===== src/hw/rtl/tgf_pkg.sv =====
// Package for the trigamma function unit: shared widths, status codes and the
// command/status structs between controller and datapath. No dependencies.
package tgf_pkg;
	localparam int ArgW = 32;
	localparam int ResW = 64;
	localparam int StW = 2;
	localparam logic [StW-1:0] ST_VALID   = 2'd0;
	localparam logic [StW-1:0] ST_INVALID = 2'd1;
	localparam logic [StW-1:0] ST_SAT     = 2'd2;

	// Datapath operations issued by the controller.
	localparam logic [3:0] OP_NONE   = 4'd0;
	localparam logic [3:0] OP_LOAD   = 4'd1;
	localparam logic [3:0] OP_RDIV   = 4'd2; // start 2^(32+2F)/a
	localparam logic [3:0] OP_RDIV2  = 4'd3; // start t/a
	localparam logic [3:0] OP_RACC   = 4'd4; // add recurrence term, a += 1
	localparam logic [3:0] OP_IDIV   = 4'd5; // start 2^(32+F)/a
	localparam logic [3:0] OP_MUL    = 4'd6; // next power of inv
	localparam logic [3:0] OP_TERM   = 4'd7; // add or subtract the series term of a power
	localparam logic [3:0] OP_SER    = 4'd8; // add series into sum

	typedef struct packed {
		logic [3:0] op;
		logic [3:0] pw; // power index for OP_MUL / OP_TERM
	} tgf_cmd_t;

	typedef struct packed {
		logic div_busy;
		logic below_lim; // a below the recurrence limit
		logic zero;      // argument is zero
		logic sat;
	} tgf_stat_t;
endpackage


===== src/hw/rtl/tgf_divider.sv =====
// Restoring divider, one quotient bit per cycle, with 64-bit saturation.
// Depends on tgf_pkg for widths.
module tgf_divider
	import tgf_pkg::*;
(
	input  logic            clk,
	input  logic            arst_n,
	input  logic            start,
	input  logic [6:0]      nbits,     // index of the top dividend bit
	input  logic            pow2,      // dividend is 2^nbits when set
	input  logic [ResW-1:0] dividend,
	input  logic [33:0]     divisor,
	output logic            busy,
	output logic            ovf,       // one-cycle pulse after an overflowing division
	output logic [ResW-1:0] quot
);
	logic [6:0] idx_q;
	logic [33:0] rem_q;
	logic [ResW-1:0] num_q;
	logic [ResW-1:0] quot_q;
	logic busy_q, ovf_q, pow2_q, top_q;
	logic nb;
	logic [34:0] rnext, rsub;

	// A power-of-two dividend has its single one at the top bit.
	always_comb begin
		nb = pow2_q ? top_q : num_q[idx_q[5:0]];
		rnext = {rem_q, nb};
		rsub = rnext - {1'b0, divisor};
	end

	always_ff @(posedge clk or negedge arst_n) begin
		if (!arst_n) begin
			busy_q <= 1'b0;
			ovf_q <= 1'b0;
			idx_q <= '0;
			rem_q <= '0;
			num_q <= '0;
			quot_q <= '0;
			pow2_q <= 1'b0;
			top_q <= 1'b0;
		end else if (start) begin
			busy_q <= 1'b1;
			ovf_q <= 1'b0;
			idx_q <= nbits;
			rem_q <= '0;
			num_q <= pow2 ? '0 : dividend;
			quot_q <= '0;
			pow2_q <= pow2;
			top_q <= 1'b1;
		end else if (busy_q) begin
			top_q <= 1'b0;
			if (quot_q[ResW-1]) begin
				// The next shift would lose a quotient bit, so the result is too wide.
				busy_q <= 1'b0;
				ovf_q <= 1'b1;
			end else begin
				if (rnext >= {1'b0, divisor}) begin
					rem_q <= rsub[33:0];
					quot_q <= {quot_q[ResW-2:0], 1'b1};
				end else begin
					rem_q <= rnext[33:0];
					quot_q <= {quot_q[ResW-2:0], 1'b0};
				end
				if (idx_q == 7'd0) busy_q <= 1'b0;
				else idx_q <= idx_q - 7'd1;
			end
		end else begin
			ovf_q <= 1'b0;
		end
	end

	assign busy = busy_q;
	assign ovf = ovf_q;
	assign quot = quot_q;
endmodule


===== src/hw/rtl/tgf_datapath.sv =====
// Datapath of the trigamma unit: argument, sum, inverse powers, one shared
// divider and one multiplier. Depends on tgf_pkg and tgf_divider.
module tgf_datapath
	import tgf_pkg::*;
#(
	parameter int FracBits = 16
)(
	input  logic            clk,
	input  logic            arst_n,
	input  tgf_cmd_t        cmd,
	input  logic [ArgW-1:0] arg,
	output tgf_stat_t       stat,
	output logic [ResW-1:0] sum
);
	localparam logic [33:0] ALimit = 34'd8 << FracBits;
	localparam logic [33:0] AStep  = 34'd1 << FracBits;
	// Rounded-up reciprocals; exact for operands below 2^30, and the powers
	// never exceed 2^29.
	localparam logic [31:0] Recip6  = 32'd1431655766; // 2^33 / 6
	localparam logic [31:0] Recip30 = 32'd1145324613; // 2^35 / 30
	localparam logic [31:0] Recip42 = 32'd1636178018; // 2^36 / 42

	logic [33:0] a_q;
	logic [ResW-1:0] sum_q, inv_q, pcur_q, ser_q;
	logic sat_q, zero_q;
	logic dstart, dpow, dbusy, dovf;
	logic [6:0] dn;
	logic [ResW-1:0] dnum, quot;
	logic [31:0] mop;
	logic [ResW-1:0] prod;
	logic [ResW-1:0] term;
	logic neg;
	logic [64:0] addv;
	logic [ResW-1:0] addt;

	tgf_divider u_div (
		.clk, .arst_n, .start(dstart), .nbits(dn), .pow2(dpow),
		.dividend(dnum), .divisor(a_q), .busy(dbusy), .ovf(dovf), .quot(quot)
	);

	always_comb begin
		dstart = 1'b0;
		dpow = 1'b1;
		dn = 7'(32 + 2 * FracBits);
		dnum = '0;
		unique case (cmd.op)
			OP_RDIV: dstart = 1'b1;
			OP_RDIV2: begin
				dstart = 1'b1; dpow = 1'b0; dn = 7'd63; dnum = quot;
			end
			OP_IDIV: begin
				dstart = 1'b1; dn = 7'(32 + FracBits);
			end
			default: ;
		endcase
	end

	// Powers never exceed 2^29, so one 32x32 multiplier serves both the next
	// power and the division of a power by its series constant.
	always_comb begin
		mop = inv_q[31:0];
		if (cmd.op == OP_TERM) begin
			case (cmd.pw)
				4'd3: mop = Recip6;
				4'd7: mop = Recip42;
				default: mop = Recip30;
			endcase
		end
		prod = ResW'(pcur_q[31:0]) * ResW'(mop);
		case (cmd.pw)
			4'd2: term = pcur_q >> 1;
			4'd3: term = prod >> 33;
			4'd7: term = prod >> 36;
			default: term = prod >> 35;
		endcase
		neg = (cmd.pw == 4'd5) || (cmd.pw == 4'd9);
		addt = (cmd.op == OP_SER) ? ser_q : quot;
		addv = {1'b0, sum_q} + {1'b0, addt};
	end

	always_ff @(posedge clk or negedge arst_n) begin
		if (!arst_n) begin
			sat_q <= 1'b0;
			zero_q <= 1'b0;
		end else begin
			if (cmd.op == OP_LOAD) begin
				sat_q <= 1'b0;
				zero_q <= (arg == '0);
			end else if (dovf) sat_q <= 1'b1;
			else if ((cmd.op == OP_RACC || cmd.op == OP_SER) && addv[64]) sat_q <= 1'b1;
		end
	end

	always_ff @(posedge clk or negedge arst_n) begin
		if (!arst_n) begin
			a_q <= '0;
			sum_q <= '0;
			inv_q <= '0;
			pcur_q <= '0;
			ser_q <= '0;
		end else begin
			unique case (cmd.op)
				OP_LOAD: begin
					a_q <= {2'b0, arg};
					sum_q <= '0;
				end
				OP_RACC: begin
					sum_q <= addv[ResW-1:0];
					a_q <= a_q + AStep;
				end
				OP_MUL: begin
					if (cmd.pw == 4'd1) begin
						inv_q <= quot; pcur_q <= quot; ser_q <= quot;
					end else pcur_q <= prod >> 32;
				end
				OP_TERM: ser_q <= neg ? ser_q - term : ser_q + term;
				OP_SER: sum_q <= addv[ResW-1:0];
				default: ;
			endcase
		end
	end

	// The overflow pulse is seen by the controller in the cycle it arrives.
	assign stat = '{div_busy: dbusy, below_lim: (a_q < ALimit),
		zero: zero_q, sat: (sat_q || dovf)};
	assign sum = sum_q;
endmodule


===== src/hw/rtl/tgf_ctrl.sv =====
// Controller state machine of the trigamma unit: sequences the recurrence,
// inverse, power and series steps. Depends on tgf_pkg.
module tgf_ctrl
	import tgf_pkg::*;
(
	input  logic           clk,
	input  logic           arst_n,
	input  logic           in_fire,
	input  logic           out_free,
	input  tgf_stat_t      stat,
	output logic           busy,
	output logic           done,
	output tgf_cmd_t       cmd
);
	localparam logic [3:0] S_IDLE = 4'd0, S_CHK = 4'd1, S_RD1 = 4'd2, S_RD2 = 4'd3,
		S_RACC = 4'd4, S_IDV = 4'd5, S_PW = 4'd6, S_TM = 4'd7,
		S_SER = 4'd8, S_OUT = 4'd9, S_WAIT = 4'd10;
	logic [3:0] st_q, ret_q;
	logic [3:0] pw_q;
	logic term_pw;

	// Series terms: power 2,3,5,7,9 divided by 2,6,30,42,30.
	assign term_pw = (pw_q == 4'd2) || (pw_q == 4'd3) || (pw_q == 4'd5)
		|| (pw_q == 4'd7) || (pw_q == 4'd9);

	always_comb begin
		cmd = '{op: OP_NONE, pw: 4'd0};
		unique case (st_q)
			S_IDLE: if (in_fire) cmd.op = OP_LOAD;
			S_RD1: cmd.op = OP_RDIV;
			S_RD2: cmd.op = OP_RDIV2;
			S_RACC: cmd.op = OP_RACC;
			S_IDV: cmd.op = OP_IDIV;
			S_PW: cmd = '{op: OP_MUL, pw: pw_q};
			S_TM: cmd = '{op: OP_TERM, pw: pw_q};
			S_SER: cmd.op = OP_SER;
			default: ;
		endcase
	end

	assign busy = (st_q != S_IDLE);
	assign done = (st_q == S_OUT);

	always_ff @(posedge clk or negedge arst_n) begin
		if (!arst_n) begin
			st_q <= S_IDLE;
			ret_q <= S_IDLE;
			pw_q <= '0;
		end else begin
			unique case (st_q)
				S_IDLE: if (in_fire) st_q <= S_CHK;
				S_CHK: begin
					if (stat.zero || stat.sat) st_q <= S_OUT;
					else if (stat.below_lim) st_q <= S_RD1;
					else st_q <= S_IDV;
				end
				S_RD1: begin st_q <= S_WAIT; ret_q <= S_RD2; end
				S_RD2: begin st_q <= S_WAIT; ret_q <= S_RACC; end
				S_RACC: st_q <= S_CHK;
				S_IDV: begin st_q <= S_WAIT; ret_q <= S_PW; pw_q <= 4'd1; end
				S_WAIT: if (!stat.div_busy) st_q <= stat.sat ? S_OUT : ret_q;
				// Powers without a series term pass straight on.
				S_PW: begin
					if (term_pw) st_q <= S_TM;
					else pw_q <= pw_q + 4'd1;
				end
				S_TM: begin
					if (pw_q == 4'd9) st_q <= S_SER;
					else begin st_q <= S_PW; pw_q <= pw_q + 4'd1; end
				end
				S_SER: st_q <= S_OUT;
				S_OUT: if (out_free) st_q <= S_IDLE;
				default: st_q <= S_IDLE;
			endcase
		end
	end
endmodule


===== src/hw/rtl/trigamma_function_unit.sv =====
// Top level of the trigamma unit; ties tgf_ctrl and tgf_datapath to stream
// ports and an output register. Depends on tgf_pkg, tgf_ctrl and tgf_datapath.
//
// Usage: one request on s_axis (tdata = arg_value, unsigned Q16.16 at the
// default ARG_FRAC_BITS) gives one request on m_axis (tdata = result_value,
// Q32.32; tuser = result_status: 0 valid, 1 zero argument, 2 saturated).
// One request is worked on at a time, and the shared divider, one quotient bit
// a cycle, sets the latency. An argument of 8 or more passes through the
// inverse division, nine powers, five series terms and the final sum before
// m_axis_tvalid. Each recurrence step below 8 adds its two divisions, and
// there are at most eight. A zero argument goes from the check straight to
// the output; an argument of one LSB saturates in the first division and
// returns from there. s_axis_tready rises again in the same cycle as the
// result appears in the output register. Reset clears the controller and the
// output valid. While m_axis_tready is low the result is held in the output
// register; a further finished result waits behind it and no new request is
// taken until it leaves.
module trigamma_function_unit
	import tgf_pkg::*;
#(
	parameter int ARG_FRAC_BITS = 16
)(
	input  logic              clk,
	input  logic              arst_n,
	input  logic              s_axis_tvalid,
	output logic              s_axis_tready,
	input  logic [ArgW-1:0]   s_axis_tdata,  // arg_value
	output logic              m_axis_tvalid,
	input  logic              m_axis_tready,
	output logic [ResW-1:0]   m_axis_tdata,  // result_value
	output logic [StW-1:0]    m_axis_tuser   // result_status
);
	tgf_cmd_t cmd;
	tgf_stat_t stat;
	logic busy, done, in_fire, out_free;
	logic [ResW-1:0] sum;

	assign in_fire = s_axis_tvalid && s_axis_tready;
	assign s_axis_tready = !busy;
	assign out_free = !m_axis_tvalid || m_axis_tready;

	tgf_ctrl u_ctrl (.clk, .arst_n, .in_fire, .out_free, .stat, .busy, .done, .cmd);
	tgf_datapath #(.FracBits(ARG_FRAC_BITS)) u_dp (
		.clk, .arst_n, .cmd, .arg(s_axis_tdata), .stat, .sum);

	always_ff @(posedge clk or negedge arst_n) begin
		if (!arst_n) m_axis_tvalid <= 1'b0;
		else if (done && out_free) m_axis_tvalid <= 1'b1;
		else if (m_axis_tready) m_axis_tvalid <= 1'b0;
	end

	always_ff @(posedge clk) begin
		if (done && out_free) begin
			if (stat.zero) begin
				m_axis_tdata <= '0; m_axis_tuser <= ST_INVALID;
			end else if (stat.sat) begin
				m_axis_tdata <= '1; m_axis_tuser <= ST_SAT;
			end else begin
				m_axis_tdata <= sum; m_axis_tuser <= ST_VALID;
			end
		end
	end
endmodule


===== config.mk =====
export PLATFORM = sky130hd
export DESIGN_NAME = trigamma_function_unit
export DESIGN_NICKNAME = d
export VERILOG_FILES = /design/src/hw/rtl/tgf_pkg.sv /design/src/hw/rtl/tgf_divider.sv /design/src/hw/rtl/tgf_datapath.sv /design/src/hw/rtl/tgf_ctrl.sv /design/src/hw/rtl/trigamma_function_unit.sv
export SDC_FILE = /design/constraint.sdc
export NUM_CORES = 2
export LEC_CHECK = 0
export BUFFER_PORTS_ARGS = -buffer_cell sky130_fd_sc_hd__buf_2
export CAP_MARGIN = 20
export CORE_MARGIN = 3
export CORE_UTILIZATION = 25
export DETAILED_ROUTE_END_ITERATION = 10
export GPL_TIMING_DRIVEN = 0
export HOLD_SLACK_MARGIN = 0.15
export RECOVER_POWER = 50
export SLEW_MARGIN = 25
export SYNTH_ARGS = -nofsm -noshare
export SYNTH_HDL_FRONTEND = slang
export SYNTH_HIERARCHICAL = 1
export SYNTH_SLANG_ARGS = --single-unit

===== constraint.sdc =====
create_clock -name clk -period 15.6 [get_ports clk]
set_input_delay 2.34 -clock clk [delete_from_list [all_inputs] [get_ports clk]]
set_output_delay 2.34 -clock clk [all_outputs]
set_load 0.01 [all_outputs]

==> Word level (Yosys, flattened, before mapping) <==
Cells that the tools add are included.
Widths: inputs -> output; s select.
{ "classes": {"n_addsub": 7, "mul": 1, "order_cmp": 3, "eq_ne": 39, "mux": 61, "reduce_logical": 36} }
{ "ops": {"columns": ["operator", "n"], "rows": [
  ["$mux 64", 9],
  ["$pmux 64 s2", 2],
  ["$pmux 63 s3", 1],
  ["$mux 34", 4],
  ["$pmux 34 s2", 1],
  ["$add 64x64->65", 1],
  ["$add 64x63->64", 1],
  ["$mul 32x32->64", 1],
  ["$sub 64x63->64", 1],
  ["$pmux 30 s2", 1],
  ["$eq 4x3->1 const B", 12],
  ["$mux 4", 10],
  ["$pmux 4 s9", 1],
  ["$ge 35x34->1", 1],
  ["$add 34x17->34 const B", 1],
  ["$lt 34x20->1 const B", 1],
  ["$sub 34x34->34", 1],
  ["$eq 4x2->1 const B", 8],
  ["$logic_not 32->1", 1],
  ["$mux 32", 1],
  ["$pmux 4 s8", 1],
  ["$mux 7", 4],
  ["$eq 4x4->1 const B", 6],
  ["$pmux 4 s3", 2],
  ["other kinds (25)", 75]
]} }
{ "totals": {"reg_bits": 512, "out_inout_bits": 68, "word_cells": 169} }

==> Logic depth before layout (Yosys ltp) <==
{ "depth": {"ltp_word": 12, "ltp_mapped": 65, "depth_no_buf": 56} }

==> Cells and area by module <==
The synthesis kept the hierarchy.
{ "modules_own_cells": {"columns": ["mod", "instances", "cells_each", "area_per_inst_um2"], "rows": [
  ["tgf_datapath", 1, 6653, 55842.3],
  ["tgf_divider", 1, 996, 9471.6],
  ["trigamma_function_unit", 1, 215, 2625.0],
  ["tgf_ctrl", 1, 113, 872.1]
]} }

==> Least setup slack after synthesis <==
Ideal clock, no wire load.
{ "synth_path": {"path_type": "input -> register", "start": "input port s_axis_tvalid", "end": "register u_dp.ser_q[62]", "setup_ns": 0.083, "t_arrival_ns": 15.033, "required_ns": 15.517, "setup_slack_ns": 0.484, "cell_stages": 55, "n_path_buf": 6, "cell_sequence": "nor2b_1 nand3b_1 a21oi_1 buf_4 nand4b_1 nor2_1 clkbuf_1 nor2_1 clkbuf_1 and2_1 fa_1 inv_1 fa_1 fa_1 fa_1 inv_1 fa_1 inv_1 [... 19 more ...] buf_2 a21oi_1 a311oi_1 ha_1 clkbuf_1 a21o_1 a211o_1 a31oi_1 nor2_1 a41oi_1 nand2_1 a41o_1 a221oi_1 a31oi_1 nand4_1 a21boi_0 mux2_2 o21ai_0"} }
{ "synth_lines": {"columns": ["element", "line_no", "rtl"], "rows": [
  ["start, declared", "trigamma_function_unit.sv:25", "input logic s_axis_tvalid,"],
  ["end signal, assigned", "tgf_datapath.sv:113", "inv_q <= quot; pcur_q <= quot; ser_q <= quot;"],
  ["end signal, assigned", "tgf_datapath.sv:116", "OP_TERM: ser_q <= neg ? ser_q - term : ser_q + term;"],
  ["end, declared", "tgf_datapath.sv:24", "logic [ResW-1:0] sum_q, inv_q, pcur_q, ser_q;"]
]} }

==> results by group <==
Pwr
  – Gate power share: 0.615
  – Clock share of power: 0.169
  – Int Power: 4.79 mW
  – Switching Power: 4.44 mW
  – Peak supply drop: roughly 140 µV
  – Lkg Pwr: between 30 and 40 nW
  – Pwr per Cell Area: between 100 and 150 nW/µm²
  – Switching Fraction: 0.481
  – Post-layout power: between 9 and 10 mW
  – Flop pwr share: 0.217

Final layout
  – Share of cells above drive strength 1: 0.101
  – # fillers: a little under 30,000
  – Commonest non-fill, non-tap cells in the layout: nand2_1 (1,192), inv_1 (1,011), fa_1 (880), dfrtp_1 (445), ha_1 (406)
  – Final instance area: 79,000 µm²
  – Sequential cell area: approximately 13,000 µm²
  – Area occupied by multi-input gates: between 50,000 and 60,000 µm²
  – Final net count: approximately 9,600
  – Most common cell after layout, fill and taps aside: nand2_1
  – Area Overhead vs Synth: 14.8%

Placed design
  – Input/output buffers: 103
  – Post-DP Area: about 74,000 µm²
  – Hpwl dp: around 230 mm
  – Placer Congestion: between 1 and 1.5

Yosys
  – Sequential element share of the synthesized area: 0.191
  – Synth Cell Area: ~69,000 µm²
  – Synth Instances: roughly 8,000
  – Adder-cell share of the synthesized area: 0.339
  – Most frequently used flop master after synthesis: dfrtp_1
  – Avg Cell Area, Syn: roughly 8.6 µm²
  – Post-synthesis compound-gate area fraction: 0.141
  – Post-synth EDFFs: 66
  – Ys async rst share: 0.871
  – Top cells by area, synth: fa_1 (26%), dfrtp_1 (16%), ha_1 (7.8%)
  – Yosys top cell by area: fa_1
  – Synthesized Nets: approximately 9,300
  – #FFs+latches synth: just over 500
  – Library cells used by synthesis: 115
  – YS warnings: 6
  – Synth Area in Simple Gates: 0.195
  – Mux contribution to synthesized area: 0.0248
  – XOR/XNOR Fraction of Synth Area: 0.0260
  – Main combinational cell family by area after synthesis: adder cells
  – Synth top area share: 0.261

Critical path
  – FF-to-FF End: u_dp/ser_q[62]$_DFFE_PN0P_
  – Critical path class: in2reg
  – Top cell by count, worst path: fa_1
  – Crit path max-delay family: adder cells
  – CP Capture Type: flop
  – Worst Path Arrival: about 16 ns
  – CP max FO: 10
  – Worst Path Required: between 15 and 20 ns
  – Crit-path max cell delay: 0.59 ns
  – Reg2Reg Setup Slack: between 0.2 and 0.3 ns
  – Slowest cell on crit path: fa_2
  – Startpoint types: input pin
  – RR Startpoint: u_ctrl/st_q[3]$_DFFE_PN0P_
  – Worst R2R Path Depth: 58
  – Worst path bufs/invs: 9

Timing
  – Worst clock skew: around 0.076 ns
  – Final setup viols: 0
  – Crit path time final: about 15 ns
  – Fmax: 64.9 MHz
  – Slew Limit Fails: 511
  – Slew HR: -2.17
  – Measured slew at the worst slew-check pin: between 4 and 5 ns
  – Count of final hold-check violations: 0
  – Setup tns final: 0 ns
  – Final period utilization: 0.988

Clock network
  – CTS Buf Count: 57
  – Worst skew pair latency: 0.67 ns
  – Total clock sinks: slightly above 500
  – Register clock-pin slew on the reported worst setup and hold paths: about 0.07 ns
  – H-tree Lvls: 2
  – CTS Hold Bufs: 0
  – Root Buffer: clkbuf_16
  – CTS tree: done
  – Clk buf depth: 3

Global routing
  – First-pass GRT wire length: 421 mm
  – Largest net degree at the start of global routing: 86
  – Number of global-route vias before repair: ~61,000
  – Initial antenna violation count: 24
  – Grt ovf: 0
  – Total global routing track utilization: 0.200

Drt
  – DRC: 0
  – Avg WL per Cell: about 24 µm
  – Vias: 62,700
  – WL final: 290 mm
  – Routed vias/inst: 5.28
  – Final antenna-violating net count: 0
  – Drt first pass iters: 6
  – Initial drt markers: ~7,300

Floorplan
  – IO Count: roughly 100
  – Die Span Y: 531 µm
  – Initial Util: 0.253
  – Die X: ~530 µm
  – Core region area: between 200,000 and 300,000 µm²
  – Die Area: about 280,000 µm²
  – # rows: 191

Hold path
  – Hold Crit Depth: 2
  – Worst Hold Class: reg2reg
  – Hold Path Sink: u_dp/zero_q$_DFFE_PN0P_
  – Min-delay src: u_dp/zero_q$_DFFE_PN0P_

Job
  – Max-cap check violation count: 7

Run status
  – Run status: finished with violations
  – Failing checks: max-capacitance violations, max-slew violations
-- worst max path at each step --
stage	end	depth (start not counted)	from	slack (ns)
after floorplan	u_dp/ser_q[62]$_DFFE_PN0P_	55	s_axis_tvalid	0.48
after global placement	u_dp/ser_q[62]$_DFFE_PN0P_	58	s_axis_tvalid	-6.28
after detailed placement	u_dp/ser_q[60]$_DFFE_PN0P_	58	s_axis_tvalid	-4.46
after CTS	u_dp/ser_q[62]$_DFFE_PN0P_	60	s_axis_tvalid	-0.02
after global routing	u_dp/ser_q[56]$_DFFE_PN0P_	57	s_axis_tvalid	-0.10
final	u_dp/ser_q[62]$_DFFE_PN0P_	54	s_axis_tvalid	0.18
-- state kept, by name, summed over array words and instances (netlist names), 2 cells and up --
name              cells
m_axis_tdata         64
m_axis_tuser          2
u_ctrl/pw_q           4
u_ctrl/ret_q          3
u_ctrl/st_q           4
u_dp/a_q             34
u_dp/inv_q           32
u_dp/pcur_q          64
u_dp/ser_q           64
u_dp/sum             64
u_dp/u_div/idx_q      7
u_dp/u_div/num_q     64
u_dp/u_div/quot      64
u_dp/u_div/rem_q     34
-- through the flow --
| step | hold slack, ns | setup WS, ns | std cells | util |
|---|---|---|---|---|
| global route | 0.504 | -0.103 | 11900 | 0.290 |
| global placement | 0.461 | -6.28 | 11700 | 0.271 |
| floorplan | 0.437 | 0.484 | 7977 | - |
| finish | 0.474 | 0.183 | 11900 | 0.290 |
| detailed placement | 0.465 | -4.46 | 11700 | 0.272 |
| CTS | 0.481 | -0.0204 | 11800 | 0.285 |
-- synth_stat cells (35+ instances only) --
library cell and instances:
a211oi_1 53, a21o_1 134, a21oi_1 404, a22o_1 81, a22oi_1 43, a31oi_1 51
and2_1 415, and3_1 204, clkbuf_1 416, dfrtp_1 445, edfxtp_1 66, fa_1 898
ha_1 428, inv_1 1014, mux2_2 69, mux2i_1 63, nand2_1 1197, nand2b_1 60
nand3_1 154, nand4_1 58, nor2_1 418, nor3_1 118, nor4_1 35, o211ai_1 40
o21a_1 45, o21ai_0 340, xnor2_1 118, xor2_1 86
-- power by group through the flow --
stage,combinational [mW],sequential (mW),clock [mW]
2_1_floorplan,3.84,1.83,0
3_3_place_gp,5.15,2.00,0
3_5_place_dp,5.16,2.00,0
4_1_cts,5.37,1.98,1.58
5_1_grt,6.17,2.02,1.64
6_report,5.68,2.00,1.56
-- tightest hold or removal path: stages, from the launching register on --
cell and delay [ns]:
dfrtp_1 0.34, nand2_1 0.05, o31ai_1 0.06
-- final cells by class --
cell class / instances / share of cell area
multi-input cells: 5970 / 0.653
flip-flops and latches: 511 / 0.166
well taps: 3570 / 0.0565
inverters: 1014 / 0.0482
plain buffers: 455 / 0.0298
clock buffers: 79 / 0.0209
repair buffers: 230 / 0.0192
clock inverters: 29 / 0.00605
diodes: 19 / 0.000602
-- logic make-up after synthesis --
| family | Yosys count |
|---|---|
| and+or+nand+nor | 2806 |
| buffers and inverters | 1496 |
| AOI/OAI and AO/OA | 1489 |
| adders and majority gates | 1326 |
| DFF | 511 |
| xor gates and xnor gates | 204 |
| muxes | 145 |
-- layer usage --
metal | wire, µm | track usage
met5 | 103 | 0
met4 | 16500 | 0.0896
met3 | 35500 | 0.0550
met2 | 119000 | 0.293
met1 | 118000 | 0.274
-- repair_timing --
item                                    CTS  global route
buffers inserted                         38            77
pin swaps                                32           104
gates cloned                              0             2
endpoints found under the setup margin   57            27
resized for setup                       310           286
endpoints found under the hold margin     0             0
Power figures use the tool's default switching activity.
